--- src/rtl/core/cte_pkg.sv ---
package cte_pkg;

  localparam int unsigned YEAR_FIRST   = 70;   // 1970
  localparam int unsigned YEAR_SPAN    = 68;   // through 2037
  localparam int unsigned MONTH_LAST   = 11;
  localparam int unsigned SEC_PER_DAY  = 86400;
  localparam int unsigned DAYS_PER_YR  = 365;

  // x / 100 == (x * DIV100_MUL) >> DIV100_SHIFT, exact for x up to 4096
  localparam int unsigned DIV100_MUL   = 5243;
  localparam int unsigned DIV100_SHIFT = 19;

  // after decode
  typedef struct packed {
    logic        date_ok;
    logic [6:0]  year_rel;    // years since 1970
    logic [4:0]  leap_cnt;    // leap days in earlier years
    logic [8:0]  cum_days;
    logic [4:0]  mday;
    logic        leap_adj;
    logic [10:0] hm;          // hour * 60 + minute
    logic [5:0]  sec;
    logic        off_neg;
    logic [12:0] off_mag;
    logic [24:0] off_prod;    // off_mag * DIV100_MUL
  } s1_t;

  typedef struct packed {
    logic        date_ok;
    logic [14:0] days;
    logic [16:0] tod;
    logic        off_neg;
    logic [5:0]  off_hr;
    logic [6:0]  off_mn;
  } s2_t;

  typedef struct packed {
    logic        date_ok;
    logic [30:0] day_sec;
    logic [16:0] tod;
    logic        off_neg;
    logic [17:0] off_sec;
  } s3_t;

  typedef struct packed {
    logic [31:0] epoch_seconds;
    logic        date_valid;
  } result_t;

  function automatic logic [8:0] cum_days_f(input logic [3:0] mon);
    logic [8:0] d;
    case (mon)
      4'd0:    d = 9'd0;
      4'd1:    d = 9'd31;
      4'd2:    d = 9'd59;
      4'd3:    d = 9'd90;
      4'd4:    d = 9'd120;
      4'd5:    d = 9'd151;
      4'd6:    d = 9'd181;
      4'd7:    d = 9'd212;
      4'd8:    d = 9'd243;
      4'd9:    d = 9'd273;
      4'd10:   d = 9'd304;
      4'd11:   d = 9'd334;
      default: d = 9'd0;
    endcase
    return d;
  endfunction

endpackage

--- src/rtl/core/cte_if.sv ---
interface civil_in_if;
  logic              valid;
  logic              ready;
  logic [7:0]        years_since_1900;
  logic [3:0]        month_index;
  logic [4:0]        day_of_month;
  logic [4:0]        hour_of_day;
  logic [5:0]        minute_of_hour;
  logic [5:0]        second_of_minute;
  logic signed [12:0] zone_offset_hhmm;

  modport source (
    output valid, years_since_1900, month_index, day_of_month, hour_of_day,
           minute_of_hour, second_of_minute, zone_offset_hhmm,
    input  ready
  );
  modport sink (
    input  valid, years_since_1900, month_index, day_of_month, hour_of_day,
           minute_of_hour, second_of_minute, zone_offset_hhmm,
    output ready
  );
endinterface

interface epoch_out_if;
  logic               valid;
  logic               ready;
  logic signed [31:0] epoch_seconds;
  logic               date_valid;

  modport source (output valid, epoch_seconds, date_valid, input ready);
  modport sink (input valid, epoch_seconds, date_valid, output ready);
endinterface

--- src/rtl/core/civil_time_to_epoch_seconds.sv ---
// Civil date and time to seconds since 1970-01-01, less a zone offset.
//
// date_in carries one item: year minus 1900, month from 0, day from 1,
// hour, minute, second and a signed HHMM zone offset. epoch_out returns
// one item per input: epoch_seconds and date_valid. A year outside
// 1970..2037, a month above 11 or a day of 0 gives date_valid 0 and
// epoch_seconds 0. Month lengths and time-of-day fields are not checked.
//
// Four register stages (decode, day count, scaling, final sum); an item
// is registered in each stage in turn on its way to epoch_out. One item
// per cycle is taken while epoch_out does not stall.
//
// Each stage holds its item while the next one is full and stalled, so
// a stall at epoch_out backs up stage by stage, and empty stages still
// fill. Nothing is dropped or repeated. Reset clears all stage valid
// bits; the stage data registers are not reset.
module civil_time_to_epoch_seconds
  import cte_pkg::*;
(
  input  logic         clk,
  input  logic         rst,
  civil_in_if.sink     date_in,
  epoch_out_if.source  epoch_out
);

  logic    s1_valid, s1_ready;
  logic    s2_valid, s2_ready;
  logic    s3_valid, s3_ready;
  s1_t     s1_data;
  s2_t     s2_data;
  s3_t     s3_data;
  result_t res;

  cte_decode u_decode (
    .clk       (clk),
    .rst       (rst),
    .in_valid  (date_in.valid),
    .in_ready  (date_in.ready),
    .yr        (date_in.years_since_1900),
    .mon       (date_in.month_index),
    .mday      (date_in.day_of_month),
    .hr        (date_in.hour_of_day),
    .mi        (date_in.minute_of_hour),
    .se        (date_in.second_of_minute),
    .off       (date_in.zone_offset_hhmm),
    .out_valid (s1_valid),
    .out_ready (s1_ready),
    .out_data  (s1_data)
  );

  cte_days u_days (
    .clk       (clk),
    .rst       (rst),
    .in_valid  (s1_valid),
    .in_ready  (s1_ready),
    .in_data   (s1_data),
    .out_valid (s2_valid),
    .out_ready (s2_ready),
    .out_data  (s2_data)
  );

  cte_scale u_scale (
    .clk       (clk),
    .rst       (rst),
    .in_valid  (s2_valid),
    .in_ready  (s2_ready),
    .in_data   (s2_data),
    .out_valid (s3_valid),
    .out_ready (s3_ready),
    .out_data  (s3_data)
  );

  cte_sum u_sum (
    .clk       (clk),
    .rst       (rst),
    .in_valid  (s3_valid),
    .in_ready  (s3_ready),
    .in_data   (s3_data),
    .out_valid (epoch_out.valid),
    .out_ready (epoch_out.ready),
    .out_data  (res)
  );

  assign epoch_out.epoch_seconds = res.epoch_seconds;
  assign epoch_out.date_valid    = res.date_valid;

  a_reject_zero: assert property (@(posedge clk) disable iff (rst)
    epoch_out.valid && !epoch_out.date_valid |-> epoch_out.epoch_seconds == 32'sd0)
    else $error("rejected date with nonzero seconds");

  // widest positive offset field value is 4095, i.e. 2495 minutes
  a_valid_range: assert property (@(posedge clk) disable iff (rst)
    epoch_out.valid && epoch_out.date_valid |-> epoch_out.epoch_seconds >= -32'sd149700)
    else $error("epoch seconds below lowest reachable value");

  a_no_throttle: assert property (@(posedge clk) disable iff (rst)
    epoch_out.ready |-> date_in.ready)
    else $error("input held off while output is draining");

  a_reset_empty: assert property (@(posedge clk) disable iff (rst)
    $past(rst) |-> !epoch_out.valid && !s1_valid && !s2_valid && !s3_valid)
    else $error("pipeline not empty after reset");

endmodule

--- src/rtl/core/cte_decode.sv ---
module cte_decode
  import cte_pkg::*;
(
  input  logic        clk,
  input  logic        rst,
  input  logic        in_valid,
  output logic        in_ready,
  input  logic [7:0]  yr,
  input  logic [3:0]  mon,
  input  logic [4:0]  mday,
  input  logic [4:0]  hr,
  input  logic [5:0]  mi,
  input  logic [5:0]  se,
  input  logic [12:0] off,
  output logic        out_valid,
  input  logic        out_ready,
  output s1_t         out_data
);

  s1_t        s1_next;
  logic [7:0] yr_rel;
  logic [7:0] yr_rel_inc;

  assign in_ready = !out_valid || out_ready;

  always_comb begin
    yr_rel     = yr - 8'(YEAR_FIRST);
    yr_rel_inc = yr_rel + 8'd1;

    s1_next.date_ok  = (yr >= 8'(YEAR_FIRST)) && (yr < 8'(YEAR_FIRST + YEAR_SPAN)) &&
                       (mon <= 4'(MONTH_LAST)) && (mday != 5'd0);
    s1_next.year_rel = yr_rel[6:0];
    // leap years from 1972 up to the year before; 2000 is the only century
    s1_next.leap_cnt = yr_rel_inc[6:2];
    s1_next.cum_days = cum_days_f(mon);
    s1_next.mday     = mday;
    s1_next.leap_adj = (yr[1:0] == 2'b00) && (mon >= 4'd2);
    s1_next.hm       = 11'(hr) * 11'd60 + 11'(mi);
    s1_next.sec      = se;
    s1_next.off_neg  = off[12];
    s1_next.off_mag  = off[12] ? (13'd0 - off) : off;
    s1_next.off_prod = 25'(s1_next.off_mag) * 25'(DIV100_MUL);
  end

  always_ff @(posedge clk) begin
    if (rst) begin
      out_valid <= 1'b0;
    end else if (in_ready) begin
      out_valid <= in_valid;
    end
  end

  always_ff @(posedge clk) begin
    if (in_ready && in_valid) begin
      out_data <= s1_next;
    end
  end

endmodule

--- src/rtl/core/cte_days.sv ---
module cte_days
  import cte_pkg::*;
(
  input  logic clk,
  input  logic rst,
  input  logic in_valid,
  output logic in_ready,
  input  s1_t  in_data,
  output logic out_valid,
  input  logic out_ready,
  output s2_t  out_data
);

  s2_t         s2_next;
  logic [5:0]  quot;
  logic [12:0] rem_full;

  assign in_ready = !out_valid || out_ready;

  always_comb begin
    quot     = in_data.off_prod[DIV100_SHIFT +: 6];
    rem_full = in_data.off_mag - 13'(quot) * 13'd100;

    s2_next.date_ok = in_data.date_ok;
    s2_next.days    = 15'(in_data.year_rel) * 15'(DAYS_PER_YR) + 15'(in_data.leap_cnt) +
                      15'(in_data.cum_days) + 15'(in_data.mday - 5'd1) +
                      15'(in_data.leap_adj);
    s2_next.tod     = 17'(in_data.hm) * 17'd60 + 17'(in_data.sec);
    s2_next.off_neg = in_data.off_neg;
    s2_next.off_hr  = quot;
    s2_next.off_mn  = rem_full[6:0];
  end

  always_ff @(posedge clk) begin
    if (rst) begin
      out_valid <= 1'b0;
    end else if (in_ready) begin
      out_valid <= in_valid;
    end
  end

  always_ff @(posedge clk) begin
    if (in_ready && in_valid) begin
      out_data <= s2_next;
    end
  end

endmodule

--- src/rtl/core/cte_scale.sv ---
module cte_scale
  import cte_pkg::*;
(
  input  logic clk,
  input  logic rst,
  input  logic in_valid,
  output logic in_ready,
  input  s2_t  in_data,
  output logic out_valid,
  input  logic out_ready,
  output s3_t  out_data
);

  s3_t s3_next;

  assign in_ready = !out_valid || out_ready;

  always_comb begin
    s3_next.date_ok = in_data.date_ok;
    s3_next.day_sec = 31'(in_data.days) * 31'(SEC_PER_DAY);
    s3_next.tod     = in_data.tod;
    s3_next.off_neg = in_data.off_neg;
    // offset minutes part is taken as is, even above 59
    s3_next.off_sec = 18'(in_data.off_hr) * 18'd3600 + 18'(in_data.off_mn) * 18'd60;
  end

  always_ff @(posedge clk) begin
    if (rst) begin
      out_valid <= 1'b0;
    end else if (in_ready) begin
      out_valid <= in_valid;
    end
  end

  always_ff @(posedge clk) begin
    if (in_ready && in_valid) begin
      out_data <= s3_next;
    end
  end

endmodule

--- src/rtl/core/cte_sum.sv ---
module cte_sum
  import cte_pkg::*;
(
  input  logic    clk,
  input  logic    rst,
  input  logic    in_valid,
  output logic    in_ready,
  input  s3_t     in_data,
  output logic    out_valid,
  input  logic    out_ready,
  output result_t out_data
);

  result_t     res_next;
  logic [31:0] base;

  assign in_ready = !out_valid || out_ready;

  always_comb begin
    base = 32'(in_data.day_sec) + 32'(in_data.tod);
    // subtract the signed offset: add magnitude for a negative zone
    res_next.date_valid    = in_data.date_ok;
    res_next.epoch_seconds = !in_data.date_ok ? 32'd0 :
                             in_data.off_neg  ? base + 32'(in_data.off_sec) :
                                                base - 32'(in_data.off_sec);
  end

  always_ff @(posedge clk) begin
    if (rst) begin
      out_valid <= 1'b0;
    end else if (in_ready) begin
      out_valid <= in_valid;
    end
  end

  always_ff @(posedge clk) begin
    if (in_ready && in_valid) begin
      out_data <= res_next;
    end
  end

endmodule

--- src/flat_wrapper.sv ---
// flat-port wrapper written by rule: the top's interface ports become plain ports
module civil_time_to_epoch_seconds_flat import cte_pkg::*;
  (clk, rst, date_in_valid, date_in_years_since_1900, date_in_month_index, date_in_day_of_month, date_in_hour_of_day, date_in_minute_of_hour, date_in_second_of_minute, date_in_zone_offset_hhmm, date_in_ready, epoch_out_valid, epoch_out_epoch_seconds, epoch_out_date_valid, epoch_out_ready);
  civil_in_if date_in_i ();
  epoch_out_if epoch_out_i ();
  input  logic clk;
  input  logic rst;
  input wire logic [$bits(date_in_i.valid)-1:0] date_in_valid;
  input wire logic [$bits(date_in_i.years_since_1900)-1:0] date_in_years_since_1900;
  input wire logic [$bits(date_in_i.month_index)-1:0] date_in_month_index;
  input wire logic [$bits(date_in_i.day_of_month)-1:0] date_in_day_of_month;
  input wire logic [$bits(date_in_i.hour_of_day)-1:0] date_in_hour_of_day;
  input wire logic [$bits(date_in_i.minute_of_hour)-1:0] date_in_minute_of_hour;
  input wire logic [$bits(date_in_i.second_of_minute)-1:0] date_in_second_of_minute;
  input wire logic [$bits(date_in_i.zone_offset_hhmm)-1:0] date_in_zone_offset_hhmm;
  output wire logic [$bits(date_in_i.ready)-1:0] date_in_ready;
  output wire logic [$bits(epoch_out_i.valid)-1:0] epoch_out_valid;
  output wire logic [$bits(epoch_out_i.epoch_seconds)-1:0] epoch_out_epoch_seconds;
  output wire logic [$bits(epoch_out_i.date_valid)-1:0] epoch_out_date_valid;
  input wire logic [$bits(epoch_out_i.ready)-1:0] epoch_out_ready;
  assign date_in_i.valid = date_in_valid;
  assign date_in_i.years_since_1900 = date_in_years_since_1900;
  assign date_in_i.month_index = date_in_month_index;
  assign date_in_i.day_of_month = date_in_day_of_month;
  assign date_in_i.hour_of_day = date_in_hour_of_day;
  assign date_in_i.minute_of_hour = date_in_minute_of_hour;
  assign date_in_i.second_of_minute = date_in_second_of_minute;
  assign date_in_i.zone_offset_hhmm = date_in_zone_offset_hhmm;
  assign date_in_ready = date_in_i.ready;
  assign epoch_out_valid = epoch_out_i.valid;
  assign epoch_out_epoch_seconds = epoch_out_i.epoch_seconds;
  assign epoch_out_date_valid = epoch_out_i.date_valid;
  assign epoch_out_i.ready = epoch_out_ready;
  civil_time_to_epoch_seconds u_core (.clk(clk), .rst(rst), .date_in(date_in_i), .epoch_out(epoch_out_i));
endmodule
--- config.mk ---
export PLATFORM = sky130hd
export DESIGN_NAME = civil_time_to_epoch_seconds_flat
export DESIGN_NICKNAME = d
export VERILOG_FILES = /design/src/rtl/core/cte_pkg.sv /design/src/rtl/core/cte_if.sv /design/src/rtl/core/civil_time_to_epoch_seconds.sv /design/src/rtl/core/cte_decode.sv /design/src/rtl/core/cte_days.sv /design/src/rtl/core/cte_scale.sv /design/src/rtl/core/cte_sum.sv /design/src/flat_wrapper.sv
export SDC_FILE = /design/constraint.sdc
export NUM_CORES = 1
export LEC_CHECK = 0
export BUFFER_PORTS_ARGS = -buffer_cell sky130_fd_sc_hd__buf_4
export CORE_AREA = 2 2 231 233
export DETAILED_ROUTE_END_ITERATION = 6
export DIE_AREA = 0 0 233 235
export GPL_TIMING_DRIVEN = 0
export PLACE_DENSITY = 0.52
export SLEW_MARGIN = 20
export SYNTH_ARGS = -nofsm -noshare
export SYNTH_HDL_FRONTEND = slang
export SYNTH_SLANG_ARGS = --single-unit
--- constraint.sdc ---
create_clock -name clk -period 10.1 [get_ports clk]
set_input_delay 1.515 -clock clk [delete_from_list [all_inputs] [get_ports clk]]
set_output_delay 1.515 -clock clk [all_outputs]
set_load 0.005 [all_outputs]
==> impl_metrics.py <==
metrics = {
    "synth": {
        "synthFlopType": "edfxtp_1",
        "syn_area_per_cell_um2": 10.4,
        "synth_seq_cells": 202,
        "syn_nets": 2608,
        "ys_seq_area_share_pct": 28.5,
        "synth_cells": 2036,
        "synth-edff-count": 198,
        "ys.warnings.count": 0,
        "synth.distinct_cells": 80,
        "synth_top_cell_area_share_pct": 28.1,
        "synth-async-reset-ratio_pct": 0,
        "synthTopCellsByArea": "edfxtp_1 (28%), ha_1 (21%), fa_1 (16%)",
        "syn_area_um2": 21200,
        "yosysTopAreaCell": "edfxtp_1",
    },
    "sta": {
        "slew_violations": 0,
        "final-hold-violation-count": 0,
        "finalSetupViolCount": 0,
        "period_needed_ns": 7.51,
        "finalCritPeriodShare_pct": 74.3,
        "rsz0062_at_grt": "no",
        "fin_tns_setup_ns": 0,
        "relSlewSlack_pct": 31.4,
        "max_freq_ghz": 0.133,
        "skew_ns": 0.0157,
        "hold_ws_ns": 0.410,
        "worst_pin_slew_ns": 1.02,
    },
    "setup_path": {
        "slowest_delay_ns": 0.55,
        "path_max_fanout": 5,
        "regToRegStartpoint": "u_core.u_decode.out_data[57]",
        "crit_path_top_delay_cell": "fa_1",
        "r2r_end": "u_core.u_days.out_data[43]",
        "worstSetupPathType": "in -> reg",
        "path_delay_family": "adder cells",
        "r2r_slack_ns": 4.71,
        "rr_worst_depth": 16,
        "critPathBufInv": 6,
        "crit_required_ns": 10.40,
        "cp_data_arrival_time_ns": 7.80,
        "worstPathCellList": "buf_4 -> or4_4 -> or3_4 -> o31ai_2 -> xor2_2 -> inv_1 -> ha_1 -> inv_1 -> fa_1 -> inv_1 -> fa_1 -> inv_1 -> fa_1 -> fa_1 -> inv_1 -> ha_1 -> nand4_1 -> nor3_1 -> a21oi_1 -> a211oi_1 -> nor2_1 -> o21a_1 -> a31o_2",
        "critPathLaunchType": "input port",
        "crit_top_cell": "inv_1",
        "endpoint_kind": "flip-flop",
    },
    "min_path": {
        "min_delay_path_depth": 0,
        "hold_path_end": "u_core.u_scale.out_data[32]",
        "hold_start": "u_core.u_days.out_data[27]",
        "holdCritPathClass": "reg -> reg",
    },
    "placed_design": {
        "dp_cells": 2817,
        "numPortBuffers": 85,
        "dp_hpwl_um": 34200,
        "place_congestion": 0.859,
    },
    "global_routing": {
        "antenna_found_initial": 0,
        "grt_start_max_net_pins": 29,
        "grt_pass1_vias": 14200,
        "grt.total_usage_pct": 15.1,
        "gr-usage-met3_pct": 1.61,
        "use_met2_pct": 25.2,
        "grt.overflow.total": 0,
        "met1_usage_pct": 21.0,
        "grt_pass1_wl_um": 68800,
        "busiest_layer": "met2",
    },
    "clock_tree": {
        "cts_max_level": 1,
        "postCtsSetupBuffers": 0,
        "cts_resized": 0,
        "cts_sinks": 202,
        "clk_pin_slew_worst_paths_ns": 0.06,
        "clk_path_buf_depth": 3,
        "cts_inserted_buffers": 25,
        "hold_buffers": 0,
        "clk_latency_ns": 0.55,
        "cts_root_buffer": "clkbuf_16",
        "cts_tree": "done",
    },
    "layout": {
        "drive_gt1_share_pct": 7.59,
        "area_growth_pct": 12.2,
        "final.fill_count": 4878,
        "fin_util_pct": 45.4,
        "fin_cells": 2863,
        "seq_area_um2": 6030,
        "nNetsFinal": 2728,
        "diodes": 0,
        "multi_input_area_um2": 13700,
    },
    "floorplan": {
        "core_area_um2": 52200,
        "die_w_um": 233,
        "rows": 84,
        "die_area_um2": 54800,
        "ioPinCount": 86,
        "die_h_um": 235,
        "start_util_pct": 40.5,
    },
    "route": {
        "avgViaCountPerCell": 4.88,
        "drtPass1Iterations": 5,
        "drt_iter0_drc": 558,
        "wl_per_cell_um": 14.1,
        "vias": 14000,
        "final_antenna_net_count": 0,
        "wirelength_um": 40300,
        "drc": 0,
    },
    "job": {
        "maxCapViolCount": 0,
    },
    "outcome": {
        "status": "complete, no violations",
    },
}
[worst max path at each step]
stage                                      from                           end  slack [ns]  cells past startpoint
floorplan           date_in_zone_offset_hhmm[5]  u_core.u_decode.out_data[22]        2.94                     22
global placement                epoch_out_ready   u_core.u_scale.out_data[67]        1.21                      3
global route        date_in_zone_offset_hhmm[5]  u_core.u_decode.out_data[22]        2.31                     23
finish              date_in_zone_offset_hhmm[5]  u_core.u_decode.out_data[22]        2.59                     23
detailed placement  date_in_zone_offset_hhmm[5]  u_core.u_decode.out_data[22]        2.06                     23
CTS                 date_in_zone_offset_hhmm[5]  u_core.u_decode.out_data[22]        2.58                     23
[cell usage in the layout, fill, tap and decap left out, drive strengths merged, types with 8 or more instances in the layout]
master / count
a211oi: 14
a21o: 49
a21oi: 140
a31oi: 8
and2: 14
buf: 95
clkbuf: 50
edfxtp: 198
fa: 164
ha: 357
inv: 367
nand2: 78
nand2b: 15
nand3: 22
nand4: 19
nor2: 112
nor2b: 12
nor3: 38
o21a: 11
o21ai: 68
o21bai: 22
o31ai: 9
or3: 9
xnor2: 112
xor2: 82
[cells by family (layout without fill, tap and decap cells)]
kind of cell / count (synthesis) / count (layout) / synth area share, %
flip-flops: 202 / 202 / 28.5
buffers and inverters: 384 / 523 / 6.82
adder cells (fa/ha/maj): 521 / 521 / 36.6
AND/OR/NAND/NOR: 354 / 354 / 8.20
multiplexers: 4 / 4 / 0.195
XOR/XNOR: 195 / 195 / 8.37
AO/OA/AOI/OAI: 376 / 376 / 11.3
[sequential cells by signal, indices dropped and copies added (netlist names)]
signal,flops
u_core.u_sum.out_data,33
u_core.u_sum.out_valid,1
u_core.u_scale.out_data,59
u_core.u_days.out_valid,1
u_core.u_decode.out_data,59
u_core.u_scale.out_valid,1
u_core.u_decode.out_valid,1
u_core.u_days.out_data,47
[cell type report]
type | instances | area share (%)
Clock inverter | 12 | 0.717
Inverter | 366 | 5.79
Buffer | 18 | 0.290
Timing Repair Buffer | 93 | 3.47
Clock buffer | 34 | 2.86
Sequential cell | 202 | 25.4
Multi-Input combinational cell | 1450 | 57.8
Tap cell | 688 | 3.63
[cells in the mapped netlist (all sizes together) (3+ instances only)]
library cell and n:
a31oi 8, a211o 3, nor2 112, nor4 7, a211oi 14, clkbuf 16, a22oi 3, fa 164
a21oi 140, a31o 3, inv 366, o31ai 9, nor3b 6, nand2 78, a21o 49, mux2i 3
o21ai 68, o21a 11, a2111oi 6, and2 14, xor2 82, nand3 22, ha 357, a21boi 3
a2111o 3, o211ai 6, o21bai 22, nand4 19, and3 7, nor3 38, or3 9, nand2b 15
edfxtp 198, or2 6, dfxtp 4, o22ai 4, nor2b 12, xnor2 112
[metrics by stage]
stage / instance area, µm² / worst slack (ns)
final: 23700 / 2.59
after global routing: 23700 / 2.31
after CTS: 23700 / 2.58
after detailed placement: 22900 / 2.06
after global placement: 22700 / 1.21
after floorplan: 21200 / 2.94
[per-layer routing]
layer  part of all wire (%)  wire, µm  vias to the layer above
li1                       -         -                     7217
met1                     49     19800                     6552
met2                     46     18700                      147
met3                    2.6      1030                       49
met4                    2.0       814                        0
met5                      0         0                        -
[worst reg2reg max path: stages (launching register included)]
cell and delay [ns]:
edfxtp_1 0.46, nor3_1 0.25, nor3b_2 0.52, buf_4 0.26
fa_1 0.45, fa_1 0.51, inv_1 0.05, fa_1 0.47
inv_1 0.05, fa_1 0.49, ha_1 0.31, ha_1 0.37
a21o_1 0.18, a21oi_1 0.19, nand2_1 0.11, o311ai_0 0.36
xnor2_1 0.10
Power is not shown: default switching activity piles up to over one toggle a cycle in this logic, so the estimate is an artifact.
